<file path="config.mk">
export PLATFORM = sky130hd
export DESIGN_NAME = interval_jitter_statistics
export DESIGN_NICKNAME = d
export VERILOG_FILES = /design/src/hdl/ijs_pkg.sv /design/src/hdl/ijs_interval.sv /design/src/hdl/ijs_stats.sv /design/src/hdl/ijs_mean_div.sv /design/src/hdl/interval_jitter_statistics.sv
export VERILOG_INCLUDE_DIRS = /design/src /design/src/hdl
export SDC_FILE = /design/constraint.sdc
export NUM_CORES = 1
export LEC_CHECK = 0
export BUFFER_PORTS_ARGS = -buffer_cell sky130_fd_sc_hd__buf_2
export CELL_PAD_IN_SITES_DETAIL_PLACEMENT = 0
export CELL_PAD_IN_SITES_GLOBAL_PLACEMENT = 1
export CORE_AREA = 2 2 282 284
export DETAILED_ROUTE_END_ITERATION = 16
export DIE_AREA = 0 0 284 286
export PLACE_DENSITY_LB_ADDON = 0.1
export SYNTH_ARGS = -nofsm -noshare
export SYNTH_HDL_FRONTEND = slang
export SYNTH_SLANG_ARGS = --single-unit
</file>
<file path="constraint.sdc">
create_clock -name clk_i -period 10.1 [get_ports clk_i]
set_clock_uncertainty 0.15 [all_clocks]
set_input_delay 1.01 -clock clk_i [delete_from_list [all_inputs] [get_ports clk_i]]
set_output_delay 1.01 -clock clk_i [all_outputs]
set_load 0.05 [all_outputs]
</file>
<file path="src/hdl/assert_macros.svh">
// assertion macros used by the rtl top level
// expects a clock named clk_i and an active-low reset named rst_ni in scope
`ifndef ASSERT_MACROS_SVH
`define ASSERT_MACROS_SVH

// checked on every rising edge outside reset
`define ASSERT_CLK(label, prop, msg) \
  label: assert property (@(posedge clk_i) disable iff (!rst_ni) prop) else $error(msg);

// checked on every rising edge, reset included
`define ASSERT_ALWAYS(label, prop, msg) \
  label: assert property (@(posedge clk_i) prop) else $error(msg);

`endif

</file>
<file path="src/hdl/ijs_pkg.sv">
// shared constants, sequencer states and control struct of the interval jitter monitor
// no dependencies
package ijs_pkg;

  localparam int TS_BITS_DEF    = 64;
  localparam int COUNT_BITS_DEF = 21;
  localparam int CFG_BITS       = 21;
  localparam int CFG_RESET      = 1000;
  localparam int IN_BITS        = 64;
  localparam int OUT_FIELD_BITS = 55;
  localparam int OUT_DATA_BITS  = 224;
  localparam int SUM_BITS       = 64;
  localparam int NS_PER_US      = 1000;
  localparam int REM_BITS       = 10;
  localparam int CTR_BITS       = 7;

  typedef enum logic [2:0] {
    ST_IDLE,
    ST_SUB,
    ST_DIV,
    ST_UPD,
    ST_CHECK,
    ST_MEAN,
    ST_EMIT
  } ijs_state_e;

  typedef struct packed {
    logic arm;
    logic load;
    logic sub;
    logic div;
    logic upd;
    logic upd_narrow;
    logic upd_done;
    logic mean_load;
    logic mean_step;
  } ijs_ctrl_t;

endpackage

</file>
<file path="src/hdl/ijs_interval.sv">
// bit-serial interval unit: timestamp difference lsb first, then division by 1000 msb first
// depends on ijs_pkg
module ijs_interval import ijs_pkg::*; #(
  parameter int TIMESTAMP_BITS = TS_BITS_DEF,
  parameter int US_BITS        = TS_BITS_DEF - 9
) (
  input  logic                      clk_i,
  input  logic                      rst_ni,
  input  ijs_ctrl_t                 ctrl_i,
  input  logic [TIMESTAMP_BITS-1:0] ts_i,
  output logic [US_BITS-1:0]        us_o
);

  logic [TIMESTAMP_BITS-1:0] prev_q, work_q;
  logic [REM_BITS-1:0]       rem_q, rem_d;
  logic [US_BITS-1:0]        us_q;
  logic                      borrow_q;
  logic                      a_bit, b_bit, d_bit, borrow_d;
  logic [REM_BITS:0]         trial, trial_sub;
  logic                      ge;

  // serial subtract: work - prev
  assign a_bit    = work_q[0];
  assign b_bit    = prev_q[0];
  assign d_bit    = a_bit ^ b_bit ^ borrow_q;
  assign borrow_d = (~a_bit & b_bit) | (~(a_bit ^ b_bit) & borrow_q);

  // restoring division by the ns-per-us constant
  assign trial     = {rem_q, work_q[TIMESTAMP_BITS-1]};
  assign ge        = trial >= (REM_BITS+1)'(NS_PER_US);
  assign trial_sub = trial - (REM_BITS+1)'(NS_PER_US);
  assign rem_d     = ge ? trial_sub[REM_BITS-1:0] : trial[REM_BITS-1:0];

  always_ff @(posedge clk_i or negedge rst_ni) begin
    if (!rst_ni) begin
      borrow_q <= 1'b0;
      rem_q    <= '0;
    end else if (ctrl_i.load) begin
      borrow_q <= 1'b0;
      rem_q    <= '0;
    end else begin
      if (ctrl_i.sub) borrow_q <= borrow_d;
      if (ctrl_i.div) rem_q <= rem_d;
    end
  end

  always_ff @(posedge clk_i) begin
    if (ctrl_i.arm) begin
      prev_q <= ts_i;
    end else if (ctrl_i.load) begin
      work_q <= ts_i;
    end else if (ctrl_i.sub) begin
      // the new timestamp replaces the old one as it streams out
      work_q <= {d_bit, work_q[TIMESTAMP_BITS-1:1]};
      prev_q <= {a_bit, prev_q[TIMESTAMP_BITS-1:1]};
    end else if (ctrl_i.div) begin
      work_q <= {work_q[TIMESTAMP_BITS-2:0], 1'b0};
      us_q   <= {us_q[US_BITS-2:0], ge};
    end else if (ctrl_i.upd_narrow) begin
      us_q   <= {us_q[0], us_q[US_BITS-1:1]};
    end
  end

  assign us_o = us_q;

endmodule

</file>
<file path="src/hdl/ijs_stats.sv">
// bit-serial window statistics: min, max, all-time max compares and saturating sum
// depends on ijs_pkg
module ijs_stats import ijs_pkg::*; #(
  parameter int US_BITS = TS_BITS_DEF - 9
) (
  input  logic                clk_i,
  input  logic                rst_ni,
  input  ijs_ctrl_t           ctrl_i,
  input  logic [US_BITS-1:0]  us_i,
  output logic [US_BITS-1:0]  min_o,
  output logic [US_BITS-1:0]  max_o,
  output logic [US_BITS-1:0]  max_ever_o,
  output logic [SUM_BITS-1:0] sum_o
);

  logic [US_BITS-1:0]  min_q, max_q, ever_q;
  logic [SUM_BITS-1:0] sum_q;
  logic                min_valid_q, lt_min_q, gt_max_q, gt_ever_q, carry_q;
  logic                u_bit, s_bit, sum_bit, carry_d;

  assign u_bit   = ctrl_i.upd_narrow & us_i[0];
  assign s_bit   = sum_q[0];
  assign sum_bit = u_bit ^ s_bit ^ carry_q;
  assign carry_d = (u_bit & s_bit) | (carry_q & (u_bit ^ s_bit));

  always_ff @(posedge clk_i or negedge rst_ni) begin
    if (!rst_ni) begin
      min_valid_q <= 1'b0;
      ever_q      <= '0;
      lt_min_q    <= 1'b0;
      gt_max_q    <= 1'b0;
      gt_ever_q   <= 1'b0;
      carry_q     <= 1'b0;
    end else if (ctrl_i.arm) begin
      min_valid_q <= 1'b0;
    end else if (ctrl_i.load) begin
      lt_min_q  <= 1'b0;
      gt_max_q  <= 1'b0;
      gt_ever_q <= 1'b0;
      carry_q   <= 1'b0;
    end else if (ctrl_i.upd_done) begin
      min_valid_q <= 1'b1;
      if (gt_ever_q) ever_q <= us_i;
    end else begin
      if (ctrl_i.upd) carry_q <= carry_d;
      if (ctrl_i.upd_narrow) begin
        // lsb-first compare: the highest differing bit decides last
        if (us_i[0] != min_q[0]) lt_min_q  <= ~us_i[0];
        if (us_i[0] != max_q[0]) gt_max_q  <= us_i[0];
        if (us_i[0] != ever_q[0]) gt_ever_q <= us_i[0];
        ever_q <= {ever_q[0], ever_q[US_BITS-1:1]};
      end
    end
  end

  always_ff @(posedge clk_i) begin
    if (ctrl_i.arm) begin
      min_q <= '0;
      max_q <= '0;
      sum_q <= '0;
    end else if (ctrl_i.upd_done) begin
      if (!min_valid_q || lt_min_q) min_q <= us_i;
      if (gt_max_q) max_q <= us_i;
      sum_q <= sum_o;
    end else begin
      if (ctrl_i.upd) sum_q <= {sum_bit, sum_q[SUM_BITS-1:1]};
      if (ctrl_i.upd_narrow) begin
        min_q <= {min_q[0], min_q[US_BITS-1:1]};
        max_q <= {max_q[0], max_q[US_BITS-1:1]};
      end
    end
  end

  // carry out of the top bit saturates the sum
  assign sum_o      = carry_q ? '1 : sum_q;
  assign min_o      = min_q;
  assign max_o      = max_q;
  assign max_ever_o = ever_q;

endmodule

</file>
<file path="src/hdl/ijs_mean_div.sv">
// bit-serial restoring divider for the window mean, one quotient bit per cycle
// depends on ijs_pkg
module ijs_mean_div import ijs_pkg::*; #(
  parameter int COUNT_BITS = COUNT_BITS_DEF
) (
  input  logic                      clk_i,
  input  logic                      rst_ni,
  input  ijs_ctrl_t                 ctrl_i,
  input  logic [SUM_BITS-1:0]       sum_i,
  input  logic [COUNT_BITS-1:0]     divisor_i,
  output logic [OUT_FIELD_BITS-1:0] mean_o
);

  logic [SUM_BITS-1:0]   quo_q;
  logic [COUNT_BITS-1:0] rem_q;
  logic [COUNT_BITS:0]   trial, trial_sub;
  logic                  ge, hi;

  assign trial     = {rem_q, quo_q[SUM_BITS-1]};
  assign ge        = trial >= {1'b0, divisor_i};
  assign trial_sub = trial - {1'b0, divisor_i};

  always_ff @(posedge clk_i or negedge rst_ni) begin
    if (!rst_ni) begin
      rem_q <= '0;
    end else if (ctrl_i.mean_load) begin
      rem_q <= '0;
    end else if (ctrl_i.mean_step) begin
      rem_q <= ge ? trial_sub[COUNT_BITS-1:0] : trial[COUNT_BITS-1:0];
    end
  end

  always_ff @(posedge clk_i) begin
    if (ctrl_i.mean_load) begin
      quo_q <= sum_i;
    end else if (ctrl_i.mean_step) begin
      quo_q <= {quo_q[SUM_BITS-2:0], ge};
    end
  end

  assign hi     = |quo_q[SUM_BITS-1:OUT_FIELD_BITS];
  assign mean_o = hi ? '1 : quo_q[OUT_FIELD_BITS-1:0];

endmodule

</file>
<file path="src/hdl/interval_jitter_statistics.sv">
// interval jitter monitor top level: sequencer, window count register, result register
// depends on ijs_pkg, ijs_interval, ijs_stats, ijs_mean_div, assert_macros.svh
//
//  channel   direction  handshake                        word
//  s_axis    in         s_axis_tvalid / s_axis_tready    timestamp_ns
//  m_axis    out        m_axis_tvalid / m_axis_tready    min, mean, max, max_ever
//  cfg       in         cfg_valid_i / cfg_ready_o        window_count
//
// the first event of a window only arms it; every other event runs a serial subtract,
// a divide by 1000 and a stats pass before the block takes the next event
// the event that closes a window adds a serial mean division and a result load
// reset clears the sequencer and sets window_count to 1000; no clearing pass
// a waiting result does not block the next event, only the next result load
`include "assert_macros.svh"

module interval_jitter_statistics import ijs_pkg::*; #(
  parameter int TIMESTAMP_BITS = TS_BITS_DEF,
  parameter int COUNT_BITS     = COUNT_BITS_DEF
) (
  input  logic                     clk_i,
  input  logic                     rst_ni,
  input  logic                     s_axis_tvalid,
  output logic                     s_axis_tready,
  input  logic [IN_BITS-1:0]       s_axis_tdata,   // [63:0] timestamp_ns
  output logic                     m_axis_tvalid,
  input  logic                     m_axis_tready,
  output logic [OUT_DATA_BITS-1:0] m_axis_tdata,   // min_us, mean_us, max_us, max_ever_us, 55 b each
  input  logic                     cfg_valid_i,
  output logic                     cfg_ready_o,
  input  logic [CFG_BITS-1:0]      cfg_data_i
);

  localparam int US_BITS = TIMESTAMP_BITS - 9;

  ijs_state_e                 state_q, state_d;
  logic [CTR_BITS-1:0]        cnt_q, cnt_d;
  logic                       armed_q, armed_d;
  logic [COUNT_BITS-1:0]      icount_q, icount_d, icount_inc;
  logic [CFG_BITS-1:0]        wcount_q;
  logic                       out_valid_q, out_valid_d, out_load;
  logic [OUT_DATA_BITS-1:0]   out_data_q;
  ijs_ctrl_t                  ctrl;

  logic [COUNT_BITS+CFG_BITS-1:0] wc_wide;
  logic [COUNT_BITS-1:0]          wc_cut, limit;
  logic [US_BITS-1:0]             us, min_v, max_v, ever_v;
  logic [SUM_BITS-1:0]            sum;
  logic [OUT_FIELD_BITS-1:0]      mean_v;
  logic                           in_fire, last_step;

  // window count reduced to COUNT_BITS; zero acts as one
  assign wc_wide    = {{COUNT_BITS{1'b0}}, wcount_q};
  assign wc_cut     = wc_wide[COUNT_BITS-1:0];
  assign limit      = (wc_cut == '0) ? COUNT_BITS'(1) : wc_cut;
  assign icount_inc = (icount_q == '1) ? icount_q : icount_q + COUNT_BITS'(1);

  assign in_fire       = s_axis_tvalid & s_axis_tready;
  assign s_axis_tready = (state_q == ST_IDLE);
  assign cfg_ready_o   = 1'b1;

  always_ff @(posedge clk_i or negedge rst_ni) begin
    if (!rst_ni) begin
      wcount_q <= CFG_BITS'(CFG_RESET);
    end else if (cfg_valid_i) begin
      wcount_q <= cfg_data_i;
    end
  end

  always_ff @(posedge clk_i or negedge rst_ni) begin
    if (!rst_ni) begin
      state_q     <= ST_IDLE;
      cnt_q       <= '0;
      armed_q     <= 1'b0;
      icount_q    <= '0;
      out_valid_q <= 1'b0;
    end else begin
      state_q     <= state_d;
      cnt_q       <= cnt_d;
      armed_q     <= armed_d;
      icount_q    <= icount_d;
      out_valid_q <= out_valid_d;
    end
  end

  always_comb begin
    state_d   = state_q;
    cnt_d     = cnt_q;
    armed_d   = armed_q;
    icount_d  = icount_q;
    out_load  = 1'b0;
    ctrl      = '0;
    last_step = 1'b0;
    case (state_q)
      ST_IDLE: begin
        if (in_fire) begin
          if (!armed_q) begin
            ctrl.arm = 1'b1;
            armed_d  = 1'b1;
            icount_d = '0;
          end else begin
            ctrl.load = 1'b1;
            cnt_d     = '0;
            state_d   = ST_SUB;
          end
        end
      end
      ST_SUB: begin
        ctrl.sub  = 1'b1;
        last_step = (cnt_q == CTR_BITS'(TIMESTAMP_BITS - 1));
        cnt_d     = last_step ? '0 : cnt_q + CTR_BITS'(1);
        if (last_step) state_d = ST_DIV;
      end
      ST_DIV: begin
        ctrl.div  = 1'b1;
        last_step = (cnt_q == CTR_BITS'(TIMESTAMP_BITS - 1));
        cnt_d     = last_step ? '0 : cnt_q + CTR_BITS'(1);
        if (last_step) state_d = ST_UPD;
      end
      ST_UPD: begin
        ctrl.upd        = 1'b1;
        ctrl.upd_narrow = (cnt_q < CTR_BITS'(US_BITS));
        last_step       = (cnt_q == CTR_BITS'(SUM_BITS - 1));
        cnt_d           = last_step ? '0 : cnt_q + CTR_BITS'(1);
        if (last_step) state_d = ST_CHECK;
      end
      ST_CHECK: begin
        ctrl.upd_done = 1'b1;
        icount_d      = icount_inc;
        if (icount_inc >= limit) begin
          ctrl.mean_load = 1'b1;
          armed_d        = 1'b0;
          icount_d       = '0;
          cnt_d          = '0;
          state_d        = ST_MEAN;
        end else begin
          state_d = ST_IDLE;
        end
      end
      ST_MEAN: begin
        ctrl.mean_step = 1'b1;
        last_step      = (cnt_q == CTR_BITS'(SUM_BITS - 1));
        cnt_d          = last_step ? '0 : cnt_q + CTR_BITS'(1);
        if (last_step) state_d = ST_EMIT;
      end
      ST_EMIT: begin
        // wait until the result register is free
        if (!out_valid_q || m_axis_tready) begin
          out_load = 1'b1;
          state_d  = ST_IDLE;
        end
      end
      default: begin
        state_d = ST_IDLE;
      end
    endcase
  end

  always_comb begin
    out_valid_d = out_valid_q;
    if (out_valid_q && m_axis_tready) out_valid_d = 1'b0;
    if (out_load) out_valid_d = 1'b1;
  end

  always_ff @(posedge clk_i) begin
    if (out_load) begin
      out_data_q <= {{(OUT_DATA_BITS - 4*OUT_FIELD_BITS){1'b0}},
                     OUT_FIELD_BITS'(ever_v), OUT_FIELD_BITS'(max_v),
                     mean_v, OUT_FIELD_BITS'(min_v)};
    end
  end

  assign m_axis_tvalid = out_valid_q;
  assign m_axis_tdata  = out_data_q;

  ijs_interval #(
    .TIMESTAMP_BITS (TIMESTAMP_BITS),
    .US_BITS        (US_BITS)
  ) u_interval (
    .clk_i  (clk_i),
    .rst_ni (rst_ni),
    .ctrl_i (ctrl),
    .ts_i   (s_axis_tdata[TIMESTAMP_BITS-1:0]),
    .us_o   (us)
  );

  ijs_stats #(
    .US_BITS (US_BITS)
  ) u_stats (
    .clk_i      (clk_i),
    .rst_ni     (rst_ni),
    .ctrl_i     (ctrl),
    .us_i       (us),
    .min_o      (min_v),
    .max_o      (max_v),
    .max_ever_o (ever_v),
    .sum_o      (sum)
  );

  ijs_mean_div #(
    .COUNT_BITS (COUNT_BITS)
  ) u_mean_div (
    .clk_i     (clk_i),
    .rst_ni    (rst_ni),
    .ctrl_i    (ctrl),
    .sum_i     (sum),
    .divisor_i (limit),
    .mean_o    (mean_v)
  );

  `ASSERT_CLK(a_result_from_emit, $rose(out_valid_q) |-> $past(state_q) == ST_EMIT, "result appeared outside emit")
  `ASSERT_CLK(a_emit_loads, (state_q == ST_EMIT && state_d == ST_IDLE) |=> out_valid_q, "emit left without a result")
  `ASSERT_ALWAYS(a_busy_armed, (state_q == ST_SUB || state_q == ST_DIV || state_q == ST_UPD) |-> armed_q, "interval work while disarmed")
  `ASSERT_ALWAYS(a_mean_disarmed, (state_q == ST_MEAN || state_q == ST_EMIT) |-> !armed_q, "window end left block armed")

endmodule

</file>
==> run_results.csv <==
group,metric,value,unit
status,status,"complete, no violations",
worst_setup_path,critPathCaptureType,"flop",
worst_setup_path,timing.rr.end,"u_mean_div.quo_q[44]",
final_layout,layout_common_cells,"nand2_1, edfxtp_1, buf_2, o21ai_0, nor2_1",
synth,synthArstFlopShare,0.186,
placement,io_buffers,311,
cts,cts_tree,"built",
synth,syn_inst,2983,
worst_setup_path,path_max_fanout,70,
cts,cts_root_buffer,"clkbuf_16",
grt,grt_max_degree,129,
route,vias,22635,
power_and_ir_drop,total_power,11.7,mW
synth,yosysUniqueCellTypes,72,
cts,cts_made_buffers,85,
die,chipWidth,284,um
die,coreArea,78400,um^2
synth,yosysWarnings,0,
final_layout,final_common_cell,"nand2_1",
grt,grt_pass1_vias,22117,
placement,hpwl,48.9,mm
worst_setup_path,cp-start-kind,"flop",
synth,synthFlopType,"edfxtp_1",
final_layout,n_fill_cell,7220,
route,postRouteAntennaNets,0,
synth,synth.avg_cell_area,11.2,um^2
synth,synth_area,33400,um^2
die,die_h,286,um
synth,yosysSeqAreaShare,0.635,
grt,grt_use_total,0.186,
power_and_ir_drop,power_density,303,nW/um^2
final_layout,final_nets,3344,
cts,htree_num_levels,3,
worst_setup_path,r2r_slack,4.61,ns
sta,setup-tns-final,0,ns
route,wirelength,75.8,mm
synth,synth_seq_cells,787,
worst_setup_path,ff2ff_path_depth,16,
sta,relSlewSlack,0.153,
die,io_pins,317,
route,wire_per_inst,17.5,um
final_layout,area_growth,15.8,%
die,dieArea,81200,um^2
grt,antenna_found_initial,8,
cts,clockBufferDepth,3,
worst_setup_path,cp.arrival,5.61,ns
grt,met1_usage,0.258,
die,row_count,103,
worst_setup_path,worst-setup-path-type,"flop to flop",
sta,drv_slew,0,
cts,clkTransAtPathRegs,0.06,ns
sta,period_share,0.544,
min_path,min_path_type,"primary input to asynchronous set/reset pin",
job,cap_viol_max_count,0,
sta,setup_viol,0,
worst_setup_path,crit_start,"icount_q[2]",
worst_setup_path,endpoint,"u_mean_div.quo_q[44]",
power_and_ir_drop,max-vdd-ir-drop,393,uV
grt,grt_pass1_wl,123,mm
final_layout,layout.area.seq,21200,um^2
final_layout,multi_input_comb_area,11300,um^2
grt,met3_usage,0.0376,
final_layout,drive_above_1_share,0.193,
placement,gp_congestion,0.805,
cts,cts_sinks,787,
cts,cts_setup_buffers,0,
route,via_per_inst,5.23,
sta,fin_crit,5.49,ns
grt,overflow,0,
sta,max_freq,182,MHz
sta,final-hold-violation-count,0,
route,dr.pass1.iters,5,
sta,rsz0062_at_grt,"false",
worst_setup_path,crit_required,10.22,ns
worst_setup_path,rr_startpoint,"icount_q[2]",
route,drtIter0Drc,1421,
power_and_ir_drop,p_leak,15.5,nW
route,drc,0,
cts,cts.repair.resized,0,
sta,worst_pin_slew,1.27,ns
synth,synth_edf_count,467,
cts,clk_latency,0.64,ns
grt,grt_use_met2,0.295,
grt,top_usage_layer,"met2",
cts,hold_buffers,0,
die,initial_core_util,0.426,
registers in the layout (all words and copies together) (netlist names), 3 cells and up:
signal / cells
m_axis_tdata: 220
u_interval.prev_q: 64
u_interval.work_q: 64
u_mean_div.quo_q: 64
u_stats.sum_q: 64
u_interval.us_o: 55
u_stats.max_ever_o: 55
u_stats.max_o: 55
u_stats.min_o: 55
icount_q: 21
u_mean_div.rem_q: 21
wc_cut: 21
u_interval.rem_q: 10
cnt_q: 7
state_q: 3
synth_stat cells (3+ instances only):
cell type | instances | share of area
dfrtp_1 | 140 | 0.11
buf_1 | 13 | 0.0015
and2_1 | 10 | 0.0019
o21a_1 | 5 | 0.0011
or3_1 | 4 | 0.00075
edfxtp_1 | 467 | 0.42
nand3_1 | 25 | 0.0038
a21oi_1 | 206 | 0.031
nand2_1 | 542 | 0.061
o31ai_1 | 3 | 0.00068
buf_2 | 33 | 0.0050
nor3_1 | 11 | 0.0017
nand4_1 | 9 | 0.0017
xor2_1 | 12 | 0.0032
o2bb2ai_1 | 17 | 0.0045
o22ai_1 | 6 | 0.0011
dfstp_2 | 6 | 0.0047
a22o_1 | 16 | 0.0042
a211oi_1 | 114 | 0.026
buf_4 | 15 | 0.0034
a31oi_1 | 69 | 0.013
nand2b_1 | 8 | 0.0015
mux2i_1 | 78 | 0.023
inv_1 | 36 | 0.0041
clkbuf_1 | 144 | 0.016
xnor2_1 | 31 | 0.0081
o21ai_1 | 4 | 0.00060
nand3b_1 | 3 | 0.00068
or2_2 | 56 | 0.011
a31o_2 | 3 | 0.00079
and3_1 | 71 | 0.013
nor2b_1 | 5 | 0.00094
a21o_1 | 17 | 0.0038
nor4_1 | 7 | 0.0013
nor2_1 | 222 | 0.025
dfxtp_1 | 174 | 0.10
mux2_2 | 66 | 0.022
and4_1 | 5 | 0.0013
ha_1 | 45 | 0.017
o21ai_0 | 243 | 0.036
fa_1 | 3 | 0.0018
critical path, stage by stage (launching register included):
cell	delay (ns)
dfrtp_1	0.45
and4_1	0.27
and3_1	0.27
nand4_4	0.21
and2_1	0.31
nand2_1	0.12
xnor2_1	0.15
ha_1	0.29
a21o_1	0.17
a21o_1	0.17
a211o_1	0.31
a311oi_2	0.34
o21ai_2	0.18
nand3_4	0.50
and2_1	0.73
inv_2	0.04
buf_4	0.39
area by class of cell:
class | count | share of cell area
Sequential cell | 787 | 0.548
Multi-Input combinational cell | 1956 | 0.293
Clock buffer | 115 | 0.0612
Timing Repair Buffer | 339 | 0.0459
Tap cell | 1050 | 0.0340
Clock inverter | 45 | 0.0145
Inverter | 37 | 0.00360
Antenna cell | 1 | 0.0000648
worst min path at each step:
stage / slack [ns] / startpoint / end
floorplan: 0.28 / u_stats.min_o[10] / m_axis_tdata[10]
global placement: 0.29 / u_stats.max_o[47] / m_axis_tdata[157]
detailed placement: 0.29 / u_stats.max_o[48] / m_axis_tdata[158]
CTS: 0.30 / u_stats.max_o[48] / m_axis_tdata[158]
global route: 0.31 / u_stats.max_o[48] / m_axis_tdata[158]
finish: 0.30 / rst_ni / u_stats.max_ever_o[10]
layer usage:
layer | part of all wire | wire length, um
met5 | 0.00077 | 58
met4 | 0.022 | 1690
met3 | 0.055 | 4170
met2 | 0.46 | 34600
met1 | 0.47 | 35300
cells by family (layout without fill, tap and decap cells):
logic type,count (synthesis),after routing,share of synthesized area
compound gates,727,727,0.130
xor+xnor,43,43,0.0113
fa+ha+maj,48,48,0.0187
buf+inv,243,536,0.0305
flops,787,787,0.635
mux,144,144,0.0457
other cells,2,6,0.000225
simple gates,989,989,0.129
power by group:
part           leakage, nW  internal (mW)  switching [mW]
Clock                 1.42           1.92            1.31
Combinational         6.35           1.07            2.01
Sequential            7.76           4.76           0.633
Total                 15.5           7.75            3.95
stage by stage:
| stage | hold WS (ns) | worst slack (ns) | std cells | instance area [um^2] | util |
|---|---|---|---|---|---|
| 6_report | 0.302 | 4.61 | 4330 | 38600 | 0.493 |
| 5_1_grt | 0.312 | 4.21 | 4329 | 38600 | 0.493 |
| 4_1_cts | 0.303 | 4.59 | 4329 | 38600 | 0.493 |
| 3_5_place_dp | 0.292 | 4.60 | 4169 | 35700 | 0.456 |
| 3_3_place_gp | 0.290 | 4.70 | 4169 | 35700 | 0.456 |
| 2_1_floorplan | 0.281 | 2.54 | 2986 | 33400 | - |
(Power assumes the default switching activity.)
